**src/rtl/pfn_pkg.sv**
```systemverilog
// pfn_pkg: widths, constants, state types and small decode helpers
// for the polygon face normal block. No dependencies.
package pfn_pkg;

   localparam int COORD_W      = 24;            // vertex coordinate, Q12.12
   localparam int SUM_W        = 56;            // Newell accumulator
   localparam int NRM_W        = 16;            // output component, Q1.14
   localparam int MIN_LEN_W    = 20;            // threshold register
   localparam int MAX_VERTICES = 64;
   localparam int CNT_W        = $clog2(MAX_VERTICES + 1);
   localparam int MUL_W        = 29;            // shared multiplier operand
   localparam int LIMB_W       = 28;            // half of an accumulator magnitude
   localparam int SQ_W         = 2 * SUM_W;     // squared magnitudes and their sum
   localparam int QUO_W        = 29;            // mag^2 * 2^28 / len2, at most 2^28
   localparam int ROOT_W       = 15;            // unit component magnitude, <= 16384
   localparam int SRT_W        = 30;            // square root working width
   localparam int ONE_Q14      = 16384;

   localparam logic [3:0] SQ_OPS  = 4'd9;        // 3 components x 3 partial products
   localparam logic [3:0] ACC_OPS = 4'd3;        // 3 cross terms per pair

   typedef enum logic [2:0] {
      ST_IDLE,
      ST_ACC,
      ST_MAG,
      ST_SQ,
      ST_CHECK,
      ST_ROOT_GO,
      ST_ROOT_WAIT,
      ST_OUT
   } pfn_state_type;

   typedef enum logic [1:0] {
      RT_IDLE,
      RT_DIV,
      RT_SQRT
   } pfn_root_state_type;

   // partial product kinds while squaring a magnitude
   typedef enum logic [1:0] {
      PP_LO_LO,
      PP_HI_LO,
      PP_HI_HI
   } pfn_part_type;

   function automatic logic [1:0] sq_comp(input logic [3:0] op);
      logic [1:0] c;
      case (op)
         4'd0, 4'd1, 4'd2: c = 2'd0;
         4'd3, 4'd4, 4'd5: c = 2'd1;
         default:          c = 2'd2;
      endcase
      return c;
   endfunction

   function automatic pfn_part_type sq_part(input logic [3:0] op);
      pfn_part_type p;
      case (op)
         4'd0, 4'd3, 4'd6: p = PP_LO_LO;
         4'd1, 4'd4, 4'd7: p = PP_HI_LO;
         default:          p = PP_HI_HI;
      endcase
      return p;
   endfunction

endpackage

```
**src/rtl/pfn_mul.sv**
```systemverilog
// pfn_mul: shared signed multiplier with a registered product.
// Depends on pfn_pkg.
module pfn_mul import pfn_pkg::*; (
   input  logic                    clock,
   input  logic signed [MUL_W-1:0] mul_a,
   input  logic signed [MUL_W-1:0] mul_b,
   output logic        [SUM_W-1:0] prod
);
   logic signed [2*MUL_W-1:0] full;
   logic        [SUM_W-1:0]   prod_ff;

   assign full = mul_a * mul_b;
   assign prod = prod_ff;

   always_ff @(posedge clock) begin
      prod_ff <= full[SUM_W-1:0];
   end
endmodule

```
**config.mk**
```make
export PLATFORM = sky130hd
export DESIGN_NAME = pfn_mul
export DESIGN_NICKNAME = d
export VERILOG_FILES = /design/src/rtl/pfn_pkg.sv /design/src/rtl/pfn_mul.sv
export SDC_FILE = /design/constraint.sdc
export NUM_CORES = 2
export LEC_CHECK = 0
export BUFFER_PORTS_ARGS = -buffer_cell sky130_fd_sc_hd__buf_4
export CORE_MARGIN = 3
export CORE_UTILIZATION = 31
export CTS_BUF_LIST = sky130_fd_sc_hd__clkbuf_16
export DETAILED_ROUTE_END_ITERATION = 10
export PLACE_DENSITY_LB_ADDON = 0.25
export SETUP_SLACK_MARGIN = 0.15
export SYNTH_ARGS = -nofsm -noshare
export SYNTH_HDL_FRONTEND = slang
export SYNTH_SLANG_ARGS = --single-unit
export TNS_END_PERCENT = 100
```
**constraint.sdc**
```tcl
create_clock -name clock -period 10.3 [get_ports clock]
set_input_delay 1.03 -clock clock [delete_from_list [all_inputs] [get_ports clock]]
set_output_delay 1.03 -clock clock [all_outputs]
set_load 0.1 [all_outputs]
```
# Word level (Yosys, flattened, before mapping)
# Cells that the tools add are included.
# totals
out_inout_bits	56
register_bits	56
in_bits	59
wordCells	2
# op_classes
multipliers	1
# op_table
operator	count
$mul 29x29->56	1

# Logic depth before layout (Yosys ltp)
# logic_depth
word_depth	1
mapped_depth	31
depth_no_buf	28

# Worst setup path before layout
# Ideal clock, no wire load.
# synth_path
kind	input -> register
from	in mul_a[28]
to	reg prod_ff[53], in the netlist prod[53]
arrival_ns	7.930
setup_slack_ns	2.239
path_buffers	2
setup_ns	0.132
required_ns	10.168
path_stages	27
path_cell_list	clkbuf_1 clkbuf_1 nand2_1 inv_1 fa_1 inv_1 fa_1 inv_1 fa_1 inv_1 fa_1 inv_1 fa_1 fa_1 inv_1 fa_1 fa_1 inv_1 ha_1 a21o_1 a21oi_1 o21ai_0 a21o_1 a21o_1 a21oi_1 o41ai_2 xor2_1
# synth_via
elab_chain_cells	1
# synth_lines
item	line	text
start, declared	pfn_mul.sv:5	input logic signed [MUL_W-1:0] mul_a,
$mul 29x29->56	pfn_mul.sv:12	assign full = mul_a * mul_b;
via full[53]	pfn_mul.sv:9	logic signed [2*MUL_W-1:0] full;
end signal, assigned	pfn_mul.sv:16	prod_ff <= full[SUM_W-1:0];
end, declared	pfn_mul.sv:10	logic [SUM_W-1:0] prod_ff;
# The timed path passes the listed nets, and every way through them passes these cells.

# Worst setup path in the final report
# layout_path
from	in mul_b[2]
to	reg prod_ff[52], in the netlist prod[52]
# layout_via
elab_chain_cells	1
# layout_lines
item	line	text
start, declared	pfn_mul.sv:6	input logic signed [MUL_W-1:0] mul_b,
$mul 29x29->56	pfn_mul.sv:12	
via full[52]	pfn_mul.sv:9	
# The timed path passes the listed nets, and every way through them passes these cells.

==> results.md <==
- Reg clk slew, reported paths: 0.09 ns
- Critical path class: in2reg
- Max_cap viols: 0
- Post-DP HPWL: 71.38 mm
- Final WS setup: 1.710 ns
- Most frequent cells in the layout: 881 x fa_1, 869 x inv_1, 430 x and2_1
- Die ar.: 104800 um^2
- Wirelength per Cell: 20.09 um
- Ys Warns: 0
- Residual DRC: 0
- Worst-Margin Slew: 0.7266 ns
- Via Count: 21070
- Via density: 4.623
- EDFF count, synth: 0
- WHS: 1.138 ns
- Yosys cell types: 58
- CTS resizes: 0
- Final hold violations: 0
- Post-Synth Simple-Gate Area: 15.27%
- Synth-to-Final Area Change: 6.338%
- Number of global-route vias before repair: 24260
- First-pass GRT wire length: 145.1 mm
- Vert. Die Dim: 323.8 um
- Worst setup EP type: register
- Sum Neg Setup Slack: 0 ns
- CORE AREA: 99280 um^2
- Fin util: 33.53%
- Post-DRT Antenna Nets: 0
- Cts bufs inserted: 5
- Slew Limit Fails: 0
- Crit path arrival time: 8.84 ns
- Initial Utilization: 31.53%
- Main combinational cell family by area after synthesis: adder cells
- Async SR Flop Fraction: 0%
- Worst hold-check path type: in2reg
- GRT Util Overall: 18.59%
- Hold path start: mul_b[0]
- Clk root buf: clkbuf_16
- DRT Wirelength: 91.59 mm
- Yosys reg bits: 56
- Post-Synth XOR/XNOR Area: 2.014%
- Share of post-route cells with drive strength above 1: 4.438%
- Period utilization: 83.39%
- Complex-gate fraction of the synthesized area: 3.517%
- Initial drt markers: 1251
- FMAX: 116.4 MHz
- Initial antenna violation count: 12
- Mapped Nets: 4430
- Hold_buf cts: 0
- Critical Path Start: mul_b[2]
- Adder-cell share of the synthesized area: 63.01%
- Most common cell after layout, fill and taps aside: fa_1
- Status: completed
- Chip width: 323.8 um
- Residual overflow from global routing: 0
- CTS tree: built
- Nets: 4373
- Max_slew headroom: 51.47%
- Top FF cell, synth: dfxtp_1
- CTS Sinks: 56
- Routability Congestion: 0.8837
- Worst EP required: 10.55 ns
- H-tree level count: 2
- Post-Syn Area per Cell: 9.421 um^2
- Clock tree buffer depth: 2
- Unrepaired setup endpoints after global routing: false
- CP max FO: 29
- Post-Syn Instances: 3323
- Max FFs per register: 56
- Setup repair bufs after CTS: 0
- Register area share after synthesis: 3.581%
- Post-Place Setup Slack: 1.318 ns
- Critical Path Source Type: primary input
- Drt pass-1 iters: 5
- IO Count: 115
- Final Setup Violations: 0
- Mapped cell area: 31310 um^2
- Post-synthesis mux area share: 0%
- Row Count: 115
- Pin count of the biggest net entering global routing: 31
- Crit path time final: 8.590 ns
- PortBufs: 114
==> per-stage QoR <==
stage | cell area [um^2] | std cells
2_1_floorplan | 31310 | 3323
3_3_place_gp | 33110 | 4546
3_5_place_dp | 33110 | 4546
4_1_cts | 33280 | 4554
5_1_grt | 33290 | 4556
6_report | 33290 | 4558
==> Yosys cell counts (all sizes together), types with 2 or more instances <==
cell type | count | area [um^2]
nor2 | 26 | 100.1
a21o | 33 | 247.7
and2 | 430 | 2690
o21ai | 28 | 140.1
o211ai | 3 | 27.52
nor3 | 8 | 45.04
xnor2 | 51 | 446.7
nand3 | 16 | 85.08
or2 | 2 | 15.02
buf | 6 | 28.77
and4 | 2 | 17.52
nand2b | 11 | 68.82
a21oi | 53 | 280.3
ha | 167 | 2090
a2111oi | 5 | 68.82
a211oi | 2 | 20.02
o2111ai | 2 | 17.52
dfxtp | 56 | 1121
clkbuf | 176 | 660.6
o21a | 4 | 31.28
or3 | 2 | 12.51
fa | 881 | 17640
o21bai | 10 | 75.07
nand4 | 6 | 37.54
a41oi | 3 | 26.28
a31oi | 4 | 40.04
nand2 | 408 | 1534
inv | 868 | 3258
and3 | 2 | 12.51
xor2 | 21 | 183.9
nor2b | 24 | 150.1
==> critical path, stage by stage <==
cell,delay (ns)
buf_4,0.24
nand2_1,0.20
inv_1,0.09
fa_1,0.53
inv_1,0.17
fa_1,0.60
inv_1,0.15
fa_1,0.53
inv_1,0.07
fa_1,0.78
inv_1,0.36
fa_1,0.55
fa_1,0.50
fa_1,0.51
inv_1,0.06
fa_1,0.50
inv_1,0.05
ha_1,0.38
nand4_1,0.28
nor2_1,0.23
nand2_1,0.11
a21oi_2,0.22
or2_4,0.18
nand3_2,0.09
a311o_1,0.29
xnor2_1,0.13
==> logic make-up after synthesis <==
logic type      Yosys count
compound gates          159
xor+xnor                 72
buf+inv                1050
simple gates            938
flops                    56
fa+ha+maj              1048
==> routing by layer <==
layer / global-route usage, % / routed length [um] / vias up
li1: - / - / 9259
met4: 5.959 / 2914 / 4
met2: 31.45 / 44440 / 577
met1: 24.61 / 39400 / 11100
met5: 0 / 26 / -
met3: 2.714 / 4808 / 133
==> area by class of cell <==
cell class,instances,area [um^2]
Inverter,868,3258
Antenna cell,4,10.01
Timing Repair Buffer,118,885.9
Sequential cell,56,1121
Fill cell,10470,65990
Tap cell,1287,1610
Multi-Input combinational cell,2217,26240
Clock buffer,5,125.1
Clock inverter,3,42.54
==> final timing paths <==
| check | endpoint | slack (ns) | cells after the start |
|---|---|---|---|
| setup / recovery | prod[52] | 1.71 | 26 |
| hold / removal | prod[0] | 1.14 | 2 |
Power is not shown: default switching activity piles up to over one toggle a cycle in this logic, so the estimate is an artifact.
