--- src/rtl/pfn_pkg.sv ---
// pfn_pkg: widths, constants, state types and small decode helpers
// for the polygon face normal block. No dependencies.
package pfn_pkg;

   localparam int COORD_W      = 24;            // vertex coordinate, Q12.12
   localparam int SUM_W        = 56;            // Newell accumulator
   localparam int NRM_W        = 16;            // output component, Q1.14
   localparam int MIN_LEN_W    = 20;            // threshold register
   localparam int MAX_VERTICES = 64;
   localparam int CNT_W        = $clog2(MAX_VERTICES + 1);
   localparam int MUL_W        = 29;            // shared multiplier operand
   localparam int LIMB_W       = 28;            // half of an accumulator magnitude
   localparam int SQ_W         = 2 * SUM_W;     // squared magnitudes and their sum
   localparam int QUO_W        = 29;            // mag^2 * 2^28 / len2, at most 2^28
   localparam int ROOT_W       = 15;            // unit component magnitude, <= 16384
   localparam int SRT_W        = 30;            // square root working width
   localparam int ONE_Q14      = 16384;

   localparam logic [3:0] SQ_OPS  = 4'd9;        // 3 components x 3 partial products
   localparam logic [3:0] ACC_OPS = 4'd3;        // 3 cross terms per pair

   typedef enum logic [2:0] {
      ST_IDLE,
      ST_ACC,
      ST_MAG,
      ST_SQ,
      ST_CHECK,
      ST_ROOT_GO,
      ST_ROOT_WAIT,
      ST_OUT
   } pfn_state_type;

   typedef enum logic [1:0] {
      RT_IDLE,
      RT_DIV,
      RT_SQRT
   } pfn_root_state_type;

   // partial product kinds while squaring a magnitude
   typedef enum logic [1:0] {
      PP_LO_LO,
      PP_HI_LO,
      PP_HI_HI
   } pfn_part_type;

   function automatic logic [1:0] sq_comp(input logic [3:0] op);
      logic [1:0] c;
      case (op)
         4'd0, 4'd1, 4'd2: c = 2'd0;
         4'd3, 4'd4, 4'd5: c = 2'd1;
         default:          c = 2'd2;
      endcase
      return c;
   endfunction

   function automatic pfn_part_type sq_part(input logic [3:0] op);
      pfn_part_type p;
      case (op)
         4'd0, 4'd3, 4'd6: p = PP_LO_LO;
         4'd1, 4'd4, 4'd7: p = PP_HI_LO;
         default:          p = PP_HI_HI;
      endcase
      return p;
   endfunction

endpackage

--- src/rtl/pfn_root.sv ---
// pfn_root: bit-serial unit giving floor(sqrt(floor(num * 2^28 / den)))
// for num <= den; restoring divide then digit-by-digit root. Depends on pfn_pkg.
module pfn_root import pfn_pkg::*; (
   input  logic              clock,
   input  logic              reset,
   input  logic              start,
   input  logic [SQ_W-1:0]   num,
   input  logic [SQ_W-1:0]   den,
   output logic              done,
   output logic [ROOT_W-1:0] root
);
   pfn_root_state_type state_ff, state_in;
   logic [SQ_W:0]     rem_ff, rem_in;
   logic [QUO_W-1:0]  quo_ff, quo_in;
   logic [4:0]        step_ff, step_in;
   logic [SRT_W-1:0]  srem_ff, srem_in;
   logic [SRT_W-1:0]  res_ff, res_in;
   logic [QUO_W-1:0]  one_ff, one_in;
   logic              done_ff, done_in;

   logic [SQ_W:0]     cand;
   logic [SQ_W:0]     den_x;
   logic              ge;
   logic [SRT_W-1:0]  trial;

   assign done = done_ff;
   assign root = res_ff[ROOT_W-1:0];

   always_ff @(posedge clock) begin
      if (reset) begin
         state_ff <= RT_IDLE;
         done_ff  <= 1'b0;
      end else begin
         state_ff <= state_in;
         done_ff  <= done_in;
      end
      rem_ff  <= rem_in;
      quo_ff  <= quo_in;
      step_ff <= step_in;
      srem_ff <= srem_in;
      res_ff  <= res_in;
      one_ff  <= one_in;
   end

   always_comb begin
      state_in = state_ff;
      rem_in   = rem_ff;
      quo_in   = quo_ff;
      step_in  = step_ff;
      srem_in  = srem_ff;
      res_in   = res_ff;
      one_in   = one_ff;
      done_in  = 1'b0;
      den_x    = {1'b0, den};
      cand     = (step_ff == 5'd0) ? rem_ff : {rem_ff[SQ_W-1:0], 1'b0};
      ge       = (cand >= den_x);
      trial    = res_ff + {1'b0, one_ff};

      case (state_ff)
         RT_IDLE: begin
            if (start) begin
               rem_in   = {1'b0, num};
               step_in  = 5'd0;
               state_in = RT_DIV;
            end
         end
         RT_DIV: begin
            // first step has no shift: quotient may reach 2^28 exactly
            rem_in  = ge ? (cand - den_x) : cand;
            quo_in  = {quo_ff[QUO_W-2:0], ge};
            step_in = step_ff + 5'd1;
            if (step_ff == 5'(QUO_W - 1)) begin
               srem_in  = {1'b0, quo_in};
               res_in   = '0;
               one_in   = QUO_W'(1) << (QUO_W - 1);
               state_in = RT_SQRT;
            end
         end
         RT_SQRT: begin
            if (srem_ff >= trial) begin
               srem_in = srem_ff - trial;
               res_in  = (res_ff >> 1) + {1'b0, one_ff};
            end else begin
               res_in  = res_ff >> 1;
            end
            one_in = one_ff >> 2;
            if (one_ff == QUO_W'(1)) begin
               done_in  = 1'b1;
               state_in = RT_IDLE;
            end
         end
         default: state_in = RT_IDLE;
      endcase
   end
endmodule

--- config.mk ---
export PLATFORM = sky130hd
export DESIGN_NAME = pfn_root
export DESIGN_NICKNAME = d
export VERILOG_FILES = /design/src/rtl/pfn_pkg.sv /design/src/rtl/pfn_root.sv
export SDC_FILE = /design/constraint.sdc
export NUM_CORES = 1
export LEC_CHECK = 0
export ABC_CLOCK_PERIOD_IN_PS = 20700
export BUFFER_PORTS_ARGS = -buffer_cell sky130_fd_sc_hd__buf_2
export CAP_MARGIN = 25
export CORE_MARGIN = 3
export CORE_UTILIZATION = 55
export DETAILED_ROUTE_END_ITERATION = 7
export PLACE_DENSITY = 0.84
export SKIP_CTS_REPAIR_TIMING = 1
export SLEW_MARGIN = 20
export SYNTH_ARGS = -nofsm -noshare
export SYNTH_HDL_FRONTEND = slang
export SYNTH_SLANG_ARGS = --single-unit
--- constraint.sdc ---
create_clock -name clock -period 20.7 [get_ports clock]
set_clock_uncertainty 0.1 [all_clocks]
set_input_delay 1.035 -clock clock [delete_from_list [all_inputs] [get_ports clock]]
set_output_delay 1.035 -clock clock [all_outputs]
set_load 0.005 [all_outputs]
**Word level (Yosys, flattened, before mapping)**

Cells that the tools add are included.

- Register bits after elaboration: 238
- Input port bits: 227
- Output and inout bits: 16
- Word-level logic and storage cells: 52

- Add/sub/neg operators: 5
- Order comparisons: 2
- Equality and inequality tests: 8
- Muxes and demuxes: 19
- Bitwise logic cells: 1
- Reductions and logical operators: 9

Operators by type and width:

| operator | number |
|---|---|
| 113-bit 2-to-1 mux | 3 |
| 113-bit one-hot mux with 2 select lines | 1 |
| 30-bit 2-to-1 mux | 4 |
| 30-bit one-hot mux with 2 select lines | 2 |
| 113-bit by 112-bit >= comparator with 1-bit output | 1 |
| 113-bit by 112-bit subtractor with 113-bit output | 1 |
| 29-bit one-hot mux with 2 select lines | 1 |
| 29-bit by 29-bit adder with 30-bit output | 1 |
| 30-bit by 29-bit adder with 30-bit output | 1 |
| 30-bit >= comparator | 1 |
| 30-bit subtractor | 1 |
| 29-bit by 1-bit == test with 1-bit output (second input constant) | 1 |
| 29-bit 2-to-1 mux | 1 |
| 5-bit one-hot mux with 2 select lines | 1 |
| 2-bit inequality test (second input constant) | 4 |
| 2-bit 2-to-1 mux | 3 |
| 2-bit one-hot mux with 3 select lines | 1 |
| 3-bit AND reduction | 2 |
| 5-bit by 1-bit adder with 5-bit output (second input constant) | 1 |
| 5-bit == test (second input constant) | 1 |
| 5-bit logical NOT | 1 |
| 5-bit 2-to-1 mux | 1 |
| 2-bit AND reduction | 2 |
| 2-bit nonzero test | 2 |
| 6 further kinds | 6 |

**Longest topological paths before layout**

Gate-level depths: netlist (run 1).

- Depth after elaboration: 5
- Mapped depth: 27
- Gate-level depth less buffers: 24

**Least setup slack after synthesis (run 1)**

No wires, ideal clock.

- Path kind: reg2reg
- From: reg res_ff[2]
- To: reg srem_ff[0] (enable)
- Setup time: 0.459 ns
- Arrival time: 6.360 ns
- Data required time: 20.141 ns
- Setup slack: 13.781 ns
- Cell stages (with the launch flop): 24
- Path buffers: 3
- Period minus slack after synthesis: 6.919 ns
- Cell sequence: edfxtp_1 ha_1 a31oi_1 o21bai_1 a31oi_1 o21bai_1 a31oi_1 o311ai_1 a31oi_1 o21bai_1 a31oi_1 xor2_1 ha_1 clkbuf_1 inv_1 o21bai_1 a21o_1 a21o_1 a21o_1 a221o_1 a21oi_4 buf_6 buf_4 o21ai_0

- Longest elaborated chain between the ends: 4

RTL lines:

| item | line | RTL |
|---|---|---|
| from (decl) | pfn_root.sv:17 | `logic [SRT_W-1:0] res_ff, res_in;` |
| from (signal assigned) | pfn_root.sv:41 | `res_ff <= res_in;` |
| 30-bit by 29-bit adder with 30-bit output | pfn_root.sv:57 | `trial = res_ff + {1'b0, one_ff};` |
| 30-bit >= comparator | pfn_root.sv:80 | `if (srem_ff >= trial) begin` |
| 2-bit inequality test (no source line) | - |  |
| 3-bit AND reduction (no source line) | - |  |
| to (signal assigned) | pfn_root.sv:40 | `srem_ff <= srem_in;` |
| to (decl) | pfn_root.sv:16 | `logic [SRT_W-1:0] srem_ff, srem_in;` |

Every way passes these cells.
A chain may end at the register's enable or synchronous reset.

**Worst setup path after layout (run 1)**

- From: reg step_ff[0]
- To: reg rem_ff[47], data pin

- Longest elaborated chain between the ends: 5

RTL lines:

| item | line | RTL |
|---|---|---|
| from (decl) | pfn_root.sv:15 | `logic [4:0] step_ff, step_in;` |
| from (signal assigned) | pfn_root.sv:39 | `step_ff <= step_in;` |
| 5-bit logical NOT * | pfn_root.sv:55 | `cand = (step_ff == 5'd0) ? rem_ff : {rem_ff[SQ_W-1:0], 1'b0};` |
| 113-bit 2-to-1 mux * | pfn_root.sv:55 |  |
| 113-bit by 112-bit subtractor with 113-bit output or 113-bit by 112-bit >= comparator with 1-bit output (tied branches) | pfn_root.sv:69, pfn_root.sv:56 |  |
| 113-bit 2-to-1 mux * | pfn_root.sv:69 | `rem_in = ge ? (cand - den_x) : cand;` |
| 113-bit one-hot mux with 2 select lines * | pfn_root.sv:59 | `case (state_ff)` |
| via rem_in[47] | pfn_root.sv:13 | `logic [SQ_W:0] rem_ff, rem_in;` |
| to (signal assigned) | pfn_root.sv:37 | `rem_ff <= rem_in;` |
| to (decl) | pfn_root.sv:13 |  |

Mark *: on every way through the listed nets, which the timed path passes. The rest lies on a longest branch.

==> run_summary.xml, run 1 <==
<?xml version="1.0" encoding="UTF-8"?>
<metrics>
  <group name="outcome">
    <metric name="run_status" unit="">finished clean</metric>
  </group>
  <group name="run">
    <metric name="timing.max_cap.violations" unit="">0</metric>
  </group>
  <group name="logic_synthesis">
    <metric name="total_nets_after_synthesis" unit="">3194</metric>
    <metric name="synth_edf_count" unit="">221</metric>
    <metric name="ys_async_sr_fraction" unit="">0</metric>
    <metric name="synth_cells" unit="">2789</metric>
    <metric name="yosys_warnings" unit="">0</metric>
    <metric name="synth.lib_cells_used.distinct" unit="">81</metric>
    <metric name="syn_area" unit="mm2">0.0226</metric>
    <metric name="synth_sequential_area_ratio" unit="">0.297</metric>
    <metric name="synth-main-ff-cell" unit="">sky130_fd_sc_hd__edfxtp_1</metric>
    <metric name="synthDominantAreaCellType" unit="">sky130_fd_sc_hd__edfxtp_1</metric>
    <metric name="synth_top_cell_area_share" unit="">0.294</metric>
    <metric name="average_size_of_a_mapped_cell" unit="um2">8.09</metric>
    <metric name="yosys_register_bits" unit="">224</metric>
    <metric name="synth_top_cells_by_area" unit="">sky130_fd_sc_hd__edfxtp_1 (29%), sky130_fd_sc_hd__ha_1 (9.8%), sky130_fd_sc_hd__nand2_1 (6.5%)</metric>
  </group>
  <group name="grt">
    <metric name="largest_net_degree_at_the_start_of_global_routing" unit="">91</metric>
    <metric name="globalRouteOverflowTotal" unit="">0</metric>
    <metric name="grt_pass1_wl" unit="um">109000</metric>
    <metric name="vias_in_the_first_global_route" unit="">20800</metric>
    <metric name="grt_use_total" unit="">0.302</metric>
    <metric name="grt_antenna_before_repair" unit="">1</metric>
  </group>
  <group name="route">
    <metric name="drt_drc_violations_left" unit="">0</metric>
    <metric name="detail_route.iter0.violations" unit="">2376</metric>
    <metric name="drt_pre_antenna_iters" unit="">7</metric>
    <metric name="vias_per_cell" unit="">6.34</metric>
    <metric name="route.antenna.remaining_nets" unit="">0</metric>
    <metric name="route.final.wire_length" unit="um">68900</metric>
    <metric name="detailroute.via_count" unit="">22000</metric>
    <metric name="route.detailed.wl_per_inst" unit="um">19.8</metric>
  </group>
  <group name="critical_path">
    <metric name="r2r_cells" unit="">19</metric>
    <metric name="critPathCaptureType" unit="">flip-flop</metric>
    <metric name="crit_arrival" unit="ns">7.48</metric>
    <metric name="path_max_fanout" unit="">70</metric>
    <metric name="worstSetupStartpoint" unit="">step_ff[0]$_SDFFCE_PN0P_</metric>
    <metric name="timing.critical_path.to" unit="">rem_ff[47]$_DFFE_PP_</metric>
    <metric name="reg2reg_to" unit="">rem_ff[47]$_DFFE_PP_</metric>
    <metric name="required" unit="ns">20.89</metric>
    <metric name="worstSetupStartpointType" unit="">flip-flop</metric>
    <metric name="setup.worst_path.class" unit="">flip-flop to flip-flop</metric>
    <metric name="ff2ff_setup_slack" unit="ns">13.41</metric>
    <metric name="rr_startpoint" unit="">step_ff[0]$_SDFFCE_PN0P_</metric>
  </group>
  <group name="placement">
    <metric name="buffer_ports.inserted" unit="">242</metric>
    <metric name="finalWeightedCongestion" unit="">0.990</metric>
    <metric name="detailed_place_hpwl" unit="um">52600</metric>
    <metric name="post-place-ws" unit="ns">13.64</metric>
    <metric name="dp.cells" unit="">3419</metric>
    <metric name="post_dp_cell_area" unit="mm2">0.0238</metric>
  </group>
  <group name="timing">
    <metric name="timing.final.max_slew_violations" unit="">0</metric>
    <metric name="timing_worst_slew_pin_value" unit="ns">0.984</metric>
    <metric name="layout_worst_path_cycle_share" unit="">0.352</metric>
    <metric name="final_setup_margin" unit="ns">13.41</metric>
    <metric name="timing.fmax" unit="MHz">137</metric>
    <metric name="report.final.setup_viol" unit="">0</metric>
    <metric name="timing_hold_violations_final" unit="">0</metric>
    <metric name="fin_tns_setup" unit="ns">0</metric>
    <metric name="setup_repair_after_global_routing_missed_its_margin" unit="">no</metric>
    <metric name="min_period" unit="ns">7.29</metric>
    <metric name="max-slew-margin-rel" unit="">0.344</metric>
  </group>
  <group name="power_and_ir_drop">
    <metric name="leakagePower" unit="uW">0.0105</metric>
    <metric name="power-per-cell-area" unit="mW/mm2">90.0</metric>
    <metric name="vdd_ir_drop_max" unit="mV">0.0732</metric>
  </group>
  <group name="clock_network">
    <metric name="clock_tree_from_tritoncts" unit="">yes</metric>
    <metric name="clkSinkCount" unit="">224</metric>
    <metric name="deepest_level_of_the_cts_h_tree" unit="">1</metric>
    <metric name="clockBufferDepth" unit="">3</metric>
    <metric name="numCtsBuffers" unit="">28</metric>
    <metric name="clk_transition_reported_paths" unit="ns">0.06</metric>
    <metric name="clk-insertion-delay-late" unit="ns">0.60</metric>
    <metric name="cts_root_buffer" unit="">sky130_fd_sc_hd__clkbuf_16</metric>
  </group>
  <group name="floorplanning">
    <metric name="floorplan.io_pins" unit="">243</metric>
    <metric name="design.core.area" unit="mm2">0.0401</metric>
    <metric name="floorplan.die.width" unit="um">209</metric>
    <metric name="fp.dieArea" unit="mm2">0.0435</metric>
    <metric name="initial_utilization" unit="">0.563</metric>
    <metric name="rows" unit="">73</metric>
    <metric name="die_h" unit="um">209</metric>
  </group>
  <group name="layout">
    <metric name="layout_common_cells" unit="">sky130_fd_sc_hd__nand2_1 (390), sky130_fd_sc_hd__a21oi_1 (273), sky130_fd_sc_hd__nor2_1 (260)</metric>
    <metric name="drive_gt1_frac" unit="">0.152</metric>
    <metric name="layout.cell_area.non_filler" unit="mm2">0.0248</metric>
    <metric name="final_core_util" unit="">0.618</metric>
    <metric name="layout_commonest_cell" unit="">sky130_fd_sc_hd__nand2_1</metric>
    <metric name="area_growth" unit="%">9.95</metric>
    <metric name="final_cell_count_no_fill" unit="">3472</metric>
    <metric name="final_nets" unit="">3330</metric>
  </group>
  <group name="worst_hold_path">
    <metric name="min-delay-path-class" unit="">flip-flop to flip-flop</metric>
  </group>
</metrics>
==> cell usage after synthesis (all sizes together) (6+ instances only) <==
| library cell | n |
|---|---|
| or4 | 6 |
| xnor2 | 99 |
| buf | 66 |
| nor4 | 13 |
| clkbuf | 84 |
| a21oi | 277 |
| inv | 164 |
| nand4 | 64 |
| xor2 | 76 |
| nor2 | 261 |
| and2 | 23 |
| nand3 | 37 |
| a211oi | 13 |
| o21a | 18 |
| nor2b | 22 |
| a31o | 11 |
| mux2 | 112 |
| o211ai | 10 |
| or3 | 25 |
| a21boi | 13 |
| nand2b | 15 |
| a31oi | 102 |
| o221ai | 8 |
| o41ai | 6 |
| mux2i | 17 |
| a221oi | 9 |
| a21o | 84 |
| o21ai | 190 |
| nor3 | 45 |
| o31ai | 13 |
| ha | 176 |
| nand2 | 390 |
| edfxtp | 221 |
| nor3b | 6 |
| o21bai | 46 |
| and3 | 10 |
==> how the worst min path moves through the flow <==
stage	from	to	cells after the start
after floorplan	quo_ff[9]$_DFFE_PP_	quo_ff[10]$_DFFE_PP_	0
after global placement	quo_ff[7]$_DFFE_PP_	quo_ff[8]$_DFFE_PP_	0
after detailed placement	quo_ff[13]$_DFFE_PP_	quo_ff[14]$_DFFE_PP_	0
after CTS	quo_ff[13]$_DFFE_PP_	quo_ff[14]$_DFFE_PP_	0
after global routing	quo_ff[13]$_DFFE_PP_	quo_ff[14]$_DFFE_PP_	0
final	quo_ff[6]$_DFFE_PP_	quo_ff[7]$_DFFE_PP_	0
==> where the power goes <==
part	internal, uW	switching [uW]
Sequential	567	27.0
Combinational	426	702
Clock	299	212
Total	1290	941
==> cell families (layout without fill, tap and decap cells) <==
| family | Yosys count | in the layout | synth area share |
|---|---|---|---|
| flip-flops | 224 | 224 | 0.297 |
| AO/OA/AOI/OAI | 834 | 834 | 0.227 |
| other | 0 | 1 | 0 |
| adder cells (fa/ha/maj) | 178 | 178 | 0.0994 |
| buffers and inverters | 314 | 471 | 0.0598 |
| multiplexers | 129 | 129 | 0.0635 |
| AND/OR/NAND/NOR | 935 | 935 | 0.186 |
| XOR/XNOR | 175 | 175 | 0.0679 |
==> flip-flops by register name, summed over array words and instances (netlist names) <==
signal and flops:
srem_ff 30, step_ff 5, one_ff 15, quo_ff 28, state_ff 2, res_ff 30, rem_ff 113, done 1
==> area by class of cell <==
cell class	instances	area, um2
inverters	164	623
diodes	1	2.50
well taps	525	657
fillers	3370	15300
clock inverters	19	223
flip-flops and latches	224	6700
clock buffers	32	716
repair buffers	256	1340
multi-input cells	2251	14500
==> worst max-delay path, stage by stage, from the launching register on <==
cell	delay [ns]
sky130_fd_sc_hd__edfxtp_1	0.43
sky130_fd_sc_hd__inv_1	0.08
sky130_fd_sc_hd__ha_1	0.17
sky130_fd_sc_hd__nor4b_2	0.19
sky130_fd_sc_hd__buf_4	0.57
sky130_fd_sc_hd__buf_4	0.79
sky130_fd_sc_hd__mux2_2	0.43
sky130_fd_sc_hd__ha_1	0.41
sky130_fd_sc_hd__nand2_1	0.11
sky130_fd_sc_hd__o21ai_0	0.51
sky130_fd_sc_hd__a21o_1	0.22
sky130_fd_sc_hd__a31oi_1	0.10
sky130_fd_sc_hd__o221ai_1	0.44
sky130_fd_sc_hd__o2111a_1	0.31
sky130_fd_sc_hd__nor2_1	0.09
sky130_fd_sc_hd__o21a_4	0.38
sky130_fd_sc_hd__inv_4	0.46
sky130_fd_sc_hd__buf_4	0.71
sky130_fd_sc_hd__mux2i_1	0.25
sky130_fd_sc_hd__o21ai_0	0.11
==> layer usage <==
layer | track usage | wire (um)
met5 | 0 | 0
met4 | 0.0946 | 2180
met3 | 0.0532 | 6290
met2 | 0.462 | 29900
met1 | 0.437 | 30600
==> stage by stage <==
step                      power (uW)  hold slack [ns]
after floorplan                 1440            0.326
after global placement          1670            0.330
after detailed placement        1690            0.333
after CTS                       2210            0.347
after global routing            2370            0.354
final                           2230            0.348
(Power assumes the default switching activity.)
==> run 2: changes to the inputs <==
ABC_CLOCK_PERIOD_IN_PS = 6900   (was 20700)
clock period = 6.9 ns   (was 20.7 ns; I/O delays follow)
==> run_summary.xml, run 2 (synthesized netlist as in run 1, its figures left out) <==
<?xml version="1.0" encoding="UTF-8"?>
<metrics>
  <group name="critical_path">
    <metric name="r2r_cells" unit="">18</metric>
    <metric name="setup.worst_path.class" unit="">flip-flop to flip-flop</metric>
    <metric name="rr_startpoint" unit="">step_ff[0]$_SDFFCE_PN0P_</metric>
    <metric name="ff2ff_setup_slack" unit="ns">0.72</metric>
    <metric name="worstSetupStartpointType" unit="">flip-flop</metric>
    <metric name="crit_arrival" unit="ns">6.41</metric>
    <metric name="path_max_fanout" unit="">77</metric>
    <metric name="critPathCaptureType" unit="">flip-flop</metric>
    <metric name="required" unit="ns">7.13</metric>
    <metric name="reg2reg_to" unit="">rem_ff[92]$_DFFE_PP_</metric>
  </group>
  <group name="clock_network">
    <metric name="clk_transition_reported_paths" unit="ns">0.06</metric>
    <metric name="clock_tree_from_tritoncts" unit="">yes</metric>
    <metric name="numCtsBuffers" unit="">28</metric>
    <metric name="clk-insertion-delay-late" unit="ns">0.58</metric>
    <metric name="clockBufferDepth" unit="">3</metric>
    <metric name="clkSinkCount" unit="">224</metric>
    <metric name="cts_root_buffer" unit="">sky130_fd_sc_hd__clkbuf_16</metric>
    <metric name="deepest_level_of_the_cts_h_tree" unit="">1</metric>
  </group>
  <group name="timing">
    <metric name="min_period" unit="ns">6.18</metric>
    <metric name="timing_worst_slew_pin_value" unit="ns">0.968</metric>
    <metric name="timing_hold_violations_final" unit="">5</metric>
    <metric name="report.final.setup_viol" unit="">0</metric>
    <metric name="setup_repair_after_global_routing_missed_its_margin" unit="">no</metric>
    <metric name="fin_tns_setup" unit="ns">0</metric>
    <metric name="timing.fmax" unit="MHz">162</metric>
    <metric name="final.hold.worst_slack" unit="ns">-0.0462</metric>
    <metric name="max-slew-margin-rel" unit="">0.349</metric>
    <metric name="layout_worst_path_cycle_share" unit="">0.896</metric>
    <metric name="timing.final.max_slew_violations" unit="">0</metric>
  </group>
  <group name="layout">
    <metric name="reg_top3" unit="">rem_ff: 113 flops, res_ff: 30 flops, srem_ff: 30 flops</metric>
    <metric name="layout_commonest_cell" unit="">sky130_fd_sc_hd__nand2_1</metric>
    <metric name="drive_gt1_frac" unit="">0.153</metric>
    <metric name="seq_area" unit="mm2">0.00670</metric>
    <metric name="registers.top_by_ff_count" unit="">rem_ff</metric>
    <metric name="final_nets" unit="">3350</metric>
    <metric name="area_growth" unit="%">11.1</metric>
    <metric name="final_core_util" unit="">0.625</metric>
    <metric name="multi_input_comb_area" unit="mm2">0.0145</metric>
    <metric name="layout_filler_cell_count" unit="">3351</metric>
    <metric name="layout_common_cells" unit="">sky130_fd_sc_hd__nand2_1 (390), sky130_fd_sc_hd__a21oi_1 (273), sky130_fd_sc_hd__nor2_1 (260)</metric>
    <metric name="flip_flop_count_of_the_largest_register_all_copies_and_words_added" unit="">113</metric>
  </group>
  <group name="grt">
    <metric name="globalRouteOverflowTotal" unit="">0</metric>
    <metric name="grt_pass1_wl" unit="um">109000</metric>
    <metric name="grt_antenna_before_repair" unit="">6</metric>
    <metric name="grt_use_total" unit="">0.303</metric>
    <metric name="largest_net_degree_at_the_start_of_global_routing" unit="">84</metric>
    <metric name="vias_in_the_first_global_route" unit="">20900</metric>
  </group>
  <group name="power_and_ir_drop">
    <metric name="p_seq_frac" unit="">0.266</metric>
    <metric name="vdd_ir_drop_max" unit="mV">0.228</metric>
    <metric name="clock_power_share" unit="">0.224</metric>
    <metric name="p_int" unit="uW">3880</metric>
    <metric name="switching_power" unit="uW">2800</metric>
    <metric name="power-per-cell-area" unit="mW/mm2">267</metric>
    <metric name="leakagePower" unit="uW">0.0106</metric>
    <metric name="switching_share" unit="">0.420</metric>
    <metric name="power_frac_comb" unit="">0.510</metric>
  </group>
  <group name="floorplanning">
    <metric name="initial_utilization" unit="">0.563</metric>
    <metric name="floorplan.io_pins" unit="">243</metric>
    <metric name="fp.dieArea" unit="mm2">0.0435</metric>
    <metric name="floorplan.die.width" unit="um">209</metric>
    <metric name="die_h" unit="um">209</metric>
    <metric name="rows" unit="">73</metric>
    <metric name="design.core.area" unit="mm2">0.0401</metric>
  </group>
  <group name="placement">
    <metric name="finalWeightedCongestion" unit="">1.03</metric>
    <metric name="buffer_ports.inserted" unit="">242</metric>
    <metric name="detailed_place_hpwl" unit="um">53300</metric>
  </group>
  <group name="route">
    <metric name="detail_route.iter0.violations" unit="">2361</metric>
    <metric name="route.antenna.remaining_nets" unit="">0</metric>
    <metric name="drt_drc_violations_left" unit="">2</metric>
    <metric name="route.detailed.wl_per_inst" unit="um">19.9</metric>
    <metric name="vias_per_cell" unit="">6.35</metric>
    <metric name="drt_pre_antenna_iters" unit="">8</metric>
    <metric name="route.final.wire_length" unit="um">69700</metric>
    <metric name="detailroute.via_count" unit="">22200</metric>
  </group>
  <group name="worst_hold_path">
    <metric name="min-delay-path-class" unit="">primary input to flip-flop</metric>
    <metric name="timing.hold.worst.start" unit="">num[35]</metric>
    <metric name="holdPathStages" unit="">3</metric>
    <metric name="whs_endpoint" unit="">rem_ff[35]$_DFFE_PP_</metric>
  </group>
  <group name="outcome">
    <metric name="failing_checks" unit="">design-rule violations, negative hold slack</metric>
    <metric name="run_status" unit="">finished, violations left</metric>
  </group>
  <group name="run">
    <metric name="timing.max_cap.violations" unit="">0</metric>
  </group>
</metrics>
==> run 2: changes by cell type in the layout (fill, tap and decap cells not counted), moves of 3 or more <==
cell	delta
sky130_fd_sc_hd__clkinv_1	-4
sky130_fd_sc_hd__dlygate4sd3_1	+16
sky130_fd_sc_hd__clkbuf_8	+6
sky130_fd_sc_hd__clkinvlp_4	+3
sky130_fd_sc_hd__buf_12	+3
sky130_fd_sc_hd__diode_2	+5
==> run 2: final cells by class <==
class,instances,share of cell area
inverter,164,0.0248
tap,525,0.0262
antenna,6,0.000599
clock buffer,38,0.0319
timing repair buffer,276,0.0632
multi-input combinational,2251,0.580
clock inverter,12,0.00569
sequential,224,0.267
==> run 2: layer usage <==
layer	part of all wire	routed length (um)	track usage
met1	0.44	30500	0.437
met2	0.44	30500	0.464
met3	0.091	6320	0.0501
met4	0.033	2310	0.103
met5	0	0	0
==> run 2: worst max path at each step <==
stage                     slack [ns]                 endpoint                      from
after global routing            0.27  res_ff[5]$_SDFFCE_PN0P_   res_ff[2]$_SDFFCE_PN0P_
after global placement          1.08  res_ff[5]$_SDFFCE_PN0P_   res_ff[2]$_SDFFCE_PN0P_
final                           0.72     rem_ff[92]$_DFFE_PP_  step_ff[0]$_SDFFCE_PN0P_
after floorplan                 0.80     srem_ff[0]$_DFFE_PP_   res_ff[2]$_SDFFCE_PN0P_
after CTS                       0.82  res_ff[5]$_SDFFCE_PN0P_   res_ff[2]$_SDFFCE_PN0P_
after detailed placement        0.85  res_ff[5]$_SDFFCE_PN0P_   res_ff[2]$_SDFFCE_PN0P_
==> run 2: through the flow <==
| stage | setup slack, ns | instance area [um2] | total power, uW | instances |
|---|---|---|---|---|
| finish | 0.720 | 25100 | 6680 | 3496 |
| global route | 0.266 | 25100 | 7090 | 3496 |
| CTS | 0.820 | 24800 | 6600 | 3472 |
| detailed placement | 0.854 | 23900 | 5090 | 3422 |
| global placement | 1.08 | 23900 | 5040 | 3422 |
| floorplan | 0.797 | 22600 | 4310 | 2789 |
==> run 2: critical path: stages (launching register included) <==
cell,delay (ns)
sky130_fd_sc_hd__edfxtp_1,0.45
sky130_fd_sc_hd__inv_1,0.09
sky130_fd_sc_hd__ha_1,0.18
sky130_fd_sc_hd__nor4b_2,0.38
sky130_fd_sc_hd__buf_12,0.42
sky130_fd_sc_hd__mux2_2,0.40
sky130_fd_sc_hd__ha_1,0.35
sky130_fd_sc_hd__a21oi_1,0.21
sky130_fd_sc_hd__o21ai_0,0.27
sky130_fd_sc_hd__a21o_1,0.25
sky130_fd_sc_hd__a31oi_1,0.17
sky130_fd_sc_hd__o221ai_1,0.24
sky130_fd_sc_hd__o2111a_1,0.34
sky130_fd_sc_hd__nor2_1,0.31
sky130_fd_sc_hd__o21a_4,0.45
sky130_fd_sc_hd__clkinv_2,0.40
sky130_fd_sc_hd__nand2_1,0.43
sky130_fd_sc_hd__nor3_1,0.12
sky130_fd_sc_hd__a211o_1,0.29
==> run 2: power by group through the flow <==
stage	registers (uW)	logic (uW)	clock network [uW]
after floorplan	1770	2530	0
after detailed placement	1800	3290	0
after global placement	1790	3240	0
final	1780	3410	1490
after global routing	1790	3730	1560
after CTS	1780	3310	1510
